[src/rtl/cpt_pkg.sv]
// shared types and constants of the call profile table
package cpt_pkg;

   localparam int unsigned MAX_ITEMS = 32;
   localparam int unsigned CSR_IDX_W = 2;
   localparam int unsigned CSR_DATA_W = 32;

   // operation codes
   localparam logic [2:0] OP_CLEAR    = 3'd0;
   localparam logic [2:0] OP_REGISTER = 3'd1;
   localparam logic [2:0] OP_RECORD   = 3'd2;
   localparam logic [2:0] OP_QUERY    = 3'd3;
   localparam logic [2:0] OP_MARK     = 3'd4;
   localparam logic [2:0] OP_RANK     = 3'd5;

   // status codes
   localparam logic [1:0] ST_OK       = 2'd0;
   localparam logic [1:0] ST_FULL     = 2'd1;
   localparam logic [1:0] ST_BAD_IDX  = 2'd2;
   localparam logic [1:0] ST_NO_RANK  = 2'd3;

   // register indexes
   localparam logic [CSR_IDX_W-1:0] CSR_PROMOTE_EN = 2'd0;
   localparam logic [CSR_IDX_W-1:0] CSR_THRESH0    = 2'd1;
   localparam logic [CSR_IDX_W-1:0] CSR_THRESH1    = 2'd2;
   localparam logic [CSR_IDX_W-1:0] CSR_THRESH2    = 2'd3;

   localparam logic [31:0] THRESH0_RESET = 32'd100;
   localparam logic [31:0] THRESH1_RESET = 32'd1000;
   localparam logic [31:0] THRESH2_RESET = 32'd10000;

   typedef struct packed {
      logic [2:0]  operation;
      logic [5:0]  entry_index;
      logic [63:0] call_cost;
      logic [1:0]  new_tier;
      logic [6:0]  rank_limit;
   } req_type;

   typedef struct packed {
      logic [1:0]  status;
      logic [5:0]  result_index;
      logic [63:0] entry_calls;
      logic [63:0] cycle_sum;
      logic [63:0] cycle_min;
      logic [63:0] cycle_max;
      logic [1:0]  tier;
      logic        promote_flag;
      logic        hot_flag;
      logic [63:0] global_calls;
      logic        last;
   } rsp_type;

   typedef struct packed {
      logic [63:0] count;
      logic [63:0] sum;
      logic [63:0] min;
      logic [63:0] max;
      logic [1:0]  tier;
      logic        promote;
      logic        hot;
   } entry_type;

   typedef struct packed {
      logic        promote_en;
      logic [31:0] thresh0;
      logic [31:0] thresh1;
      logic [31:0] thresh2;
   } cfg_type;

endpackage

[src/rtl/cpt_update.sv]
// record update of one table entry: count, sum, min, max and promote trigger
module cpt_update (
   input  cpt_pkg::entry_type cur,
   input  logic [63:0]        cost,
   input  cpt_pkg::cfg_type   cfg,
   output cpt_pkg::entry_type nxt
);

   logic [63:0] cnt_new;
   logic        hit;

   // statistics
   always_comb begin
      cnt_new = cur.count + 64'd1;
      nxt = cur;
      nxt.count = cnt_new;
      nxt.sum = cur.sum + cost;
      if (cost < cur.min) begin
         nxt.min = cost;
      end
      if (cost > cur.max) begin
         nxt.max = cost;
      end
      nxt.promote = cur.promote | (cfg.promote_en & hit);
   end

   // tier threshold check
   always_comb begin
      case (cur.tier)
         2'd0: hit = cnt_new >= {32'd0, cfg.thresh0};
         2'd1: hit = cnt_new >= {32'd0, cfg.thresh1};
         2'd2: hit = cnt_new >= {32'd0, cfg.thresh2};
         default: hit = 1'b0;
      endcase
   end

endmodule

[config.mk]
export PLATFORM = sky130hd
export DESIGN_NAME = cpt_update
export DESIGN_NICKNAME = d
export VERILOG_FILES = /design/src/rtl/cpt_pkg.sv /design/src/rtl/cpt_update.sv
export SDC_FILE = /design/constraint.sdc
export NUM_CORES = 1
export LEC_CHECK = 0
export BUFFER_PORTS_ARGS = -buffer_cell sky130_fd_sc_hd__buf_4
export CORE_AREA = 2 2 267 269
export DETAILED_ROUTE_END_ITERATION = 10
export DIE_AREA = 0 0 269 271
export PLACE_DENSITY = 0.45
export REMOVE_ABC_BUFFERS = 1
export SLEW_MARGIN = 20
export SYNTH_ARGS = -nofsm -noshare
export SYNTH_HDL_FRONTEND = slang
export SYNTH_SLANG_ARGS = --single-unit
[constraint.sdc]
create_clock -name vclk -period 3.8
set_input_delay 0 -clock vclk [all_inputs]
set_output_delay 0 -clock vclk [all_outputs]
set_load 0.01 [all_outputs]
---- Yosys cells after proc, flatten, opt, wreduce, memory -nomap -nowiden ----
Index checks and enable logic that the tools add are counted.
cells by class
  $mul .................................... 0
  muxes and demuxes ....................... 3
  shifts and indexed selects .............. 0
  $add $sub $neg .......................... 2
  bitwise operators ....................... 2
  reductions and logical operators ........ 1
  divide/modulo/power cells ............... 0
  equal/unequal tests ..................... 2
  order comparisons ....................... 5
operators with widths
  cell                                                                   count
  64-bit by 32-bit >= comparator with 1-bit output                       3
  64-bit 2-to-1 mux                                                      2
  64-bit by 1-bit adder with 64-bit output, second input constant        1
  64-bit adder                                                           1
  64-bit greater-than comparator                                         1
  64-bit < comparator                                                    1
  1-bit one-hot mux with 3 select lines                                  1
  2-bit by 1-bit equality test with 1-bit output, second input constant  1
  2-bit equality test, second input constant                             1
  2-bit zero test                                                        1
  1-bit bitwise AND                                                      1
  1-bit OR                                                               1
storage, ports and cells
  logic and storage cells ................. 15
  RAM bits ................................ 0
  output and inout bits ................... 260
  bits in latches ......................... 0
  memories ................................ 0
  bits of input ports ..................... 421
  bits in read-only memories .............. 0
  flip-flop bits (word level) ............. 0

---- Depth between registers and ports, before layout ----
  depth in word-level cells ............... 5
  depth in mapped cells ................... 18
  gate-level depth less buffers ........... 17

---- Least setup slack after synthesis ----
OpenSTA, ideal clock, no wires.
  path type ............................... input to output
  start point ............................. in cur[199] in the netlist's numbering
  end point ............................... out nxt[1] in the netlist's numbering
  cell stages on the path ................. 16
  data required time ...................... 3.800 ns
  path buffers ............................ 0
  path slack .............................. 0.723 ns
  arrival ................................. 3.077 ns
  cells stage by stage .................... nand4_1 nor3_1 nand2_1 nor2_1 nand2_1 xnor2_1 ha_1 a21o_1 a21o_1 a21oi_1 o21ai_0 a21o_1 a2111oi_0 o21ai_0 a41oi_1 nand2_1
RTL lines
  what             line             source
  start, declared  cpt_update.sv:3  input cpt_pkg::entry_type cur,
  end, declared    cpt_update.sv:6  output cpt_pkg::entry_type nxt

==> summary.txt <==
Synth
  – Dominant cells by area after synthesis: ha_1, mux2_2, inv_1
  – Most numerous cell in the Yosys netlist: ha_1
  – Synth top cells by count: ha_1, inv_1, a21oi_1, a21o_1, nand2_1
  – Synth unique cells: 77
  – Synth top area share: 0.295
  – Mapped cell area: 12200 um2
  – Synth Instances: 1656
  – Yosys top cell by area: ha_1
  – Syn Area/Cell: 7.35 um2
  – YS warnings: 0
  – Seq/Total Area, Yosys: 0

Drt
  – Pre-antenna DRT Iters: 5
  – Via Count: 15.0k
  – WL met3: 4270 um
  – Total Wirelength: 70900 um
  – Initial DRC Count: 685
  – Via/cell ratio: 4.57
  – Drt drc: 0
  – DR top layer: met5
  – Final ANT Viol Nets: 0
  – Per-cell routed wire length: 21.6 um
  – Met2 Wirelength: 34300 um
  – Met1 WL: 30100 um

Pwr
  – Int Pwr: 0.00144 W
  – Sequential Power Share: 0
  – Clock power frac: 0
  – Comb pwr share: 1.000
  – Total power: 0.00301 W
  – Pwr Density: 161 nW/um2
  – VDD IR-drop max: 0.0632 mV
  – Sw frac: 0.523
  – Leakage power: 9.93 nW
  – Switching pwr: 0.00157 W

Global route
  – Number of antenna violations at the first check in global routing: 19
  – GRT overflow: 0
  – First-pass GRT wire length: 99400 um
  – Vias in the first global route: 15.4k
  – GRT Util Overall: 0.182
  – Largest net degree at the start of global routing: 65

Layout
  – Layout area overhead: 53.2%
  – Fin nets: 3038
  – Layout clock buffers: 0
  – Post-Layout Cell Count: 3283
  – Share of cells above drive strength 1: 0.361
  – Sequential cell count: 0
  – Final core utilization: 0.267
  – Register Area: 0 um2

Floorplan
  – Die area: 72900 um2
  – Ports: 681
  – Die H: 271 um
  – Row Count: 97
  – Core area: 69800 um2
  – Initial Util: 0.174
  – Die X: 269 um

Timing
  – Max Freq: 0.285 GHz
  – Endpoints failing setup: 0
  – Max Slew Vio Count: 0
  – Period utilization: 0.924
  – Worst-Margin Slew: 746 ps
  – Relative slew slack: 0.498
  – Fin crit period: 3510 ps
  – RSZ-0062 raised after global routing: no
  – Tightest hold margin: 0.0219 ps
  – Final hold vios: 0

Placement
  – RePlAce Congestion: 0.925
  – Port buffer count: 679
  – Post-DP HPWL: 64600 um
  – Placed insts: 3267

Setup path
  – Delay of the slowest critical-path stage: 370 ps
  – CP max stage cell: a221oi_1
  – Crit. End Element: primary output
  – Crit path DAT: 3510 ps
  – CP required: 3800 ps
  – Cells along the critical path: buf_4 -> and4_1 -> nand3_2 -> nor2_2 -> nand4_1 -> xnor2_1 -> buf_4 -> ha_1 -> a21o_1 -> a21oi_1 -> o21ai_0 -> a21o_1 -> a221oi_1 -> o21ai_0 -> a41oi_1 -> nand2_1 -> buf_4
  – Kind of critical path: in -> out
  – Crit path launch type: primary input
  – Most used cell, CP: buf_4
  – Critical path startpoint: cur[198]
  – Peak fanout along the critical path: 6

Job
  – Max cap viols: 0

Worst hold path
  – Type of the most critical hold path: in -> out
  – Hold Path Origin: cur[0]

Clocking
  – Hold buffer count at cts: 0

Run status
  – Outcome: completed
cell families (layout without fill, tap and decap cells):
| group | Yosys count | in the layout | share of synthesized area |
|---|---|---|---|
| adders and majority gates | 288 | 288 | 0.297 |
| xor gates and xnor gates | 124 | 124 | 0.0892 |
| buffers and inverters | 286 | 957 | 0.0904 |
| AOI/OAI and AO/OA | 421 | 421 | 0.225 |
| and+or+nand+nor | 407 | 407 | 0.179 |
| other | 0 | 16 | 0 |
| muxes | 130 | 130 | 0.120 |
power by group through the flow:
stage                     Combinational (W)  Sequential (W)        Clock, W
after floorplan                     0.00147               0               0
after global placement              0.00300               0               0
after detailed placement            0.00302               0               0
after CTS                           0.00304               0               0
after global routing                0.00328               0  0.000000000530
final                               0.00301               0  0.000000000554
critical path: cells and delay by family:
kind            cells  cell delay (ps)
xor+xnor            1              330
fa+ha+maj           1              240
compound gates      7             1410
simple gates        5             1040
buf+inv             3              480
final timing paths:
| path | end | slack (ps) | cells after the start |
|---|---|---|---|
| max | nxt[1] | 290 | 17 |
| min | nxt[0] | 0.02 | 0 |
placed cells by master (no fill, tap or decap), types with 16 or more instances in the layout:
| cell | n |
|---|---|
| diode_2 | 16 |
| mux2_1 | 34 |
| o211ai_1 | 16 |
| and3_1 | 17 |
| inv_1 | 246 |
| xnor2_1 | 82 |
| nand4_1 | 63 |
| o21ai_0 | 68 |
| a21o_1 | 104 |
| buf_4 | 709 |
| a21oi_1 | 126 |
| nor2b_1 | 22 |
| ha_1 | 287 |
| xor2_1 | 40 |
| nand3_1 | 46 |
| nor2_1 | 63 |
| mux2_2 | 92 |
| nor3_1 | 24 |
| nand2_1 | 94 |
routing by layer:
metal | GRT usage | up-vias
li1 | - | 7371
met1 | 0.223 | 7032
met2 | 0.322 | 517
met3 | 0.0273 | 75
met4 | 0.0577 | 6
met5 | 0 | -
area by class of cell:
cell class         count  area, um2
well taps            940       1180
diodes                16       40.0
inverters            246        923
repair buffers       711       5360
fillers             7763      51100
multi-input cells   1370      11200
timing repair:
action | in CTS | in global routing
setup buffers | 0 | 0
resized for setup | 0 | 8
endpoints found under the hold margin | 0 | 0
endpoints found under the setup margin | 0 | 1
through the flow:
step / worst slack, ps / area, um2 / TNS [ps]
5_1_grt: 7.98 / 18700 / 0
4_1_cts: 105 / 18600 / 0
2_1_floorplan: -1290 / 12000 / -149600
3_5_place_dp: 101 / 18600 / 0
3_3_place_gp: 205 / 18600 / 0
6_report: 289 / 18700 / 0
Note: power is estimated with default switching activity, not from simulation.
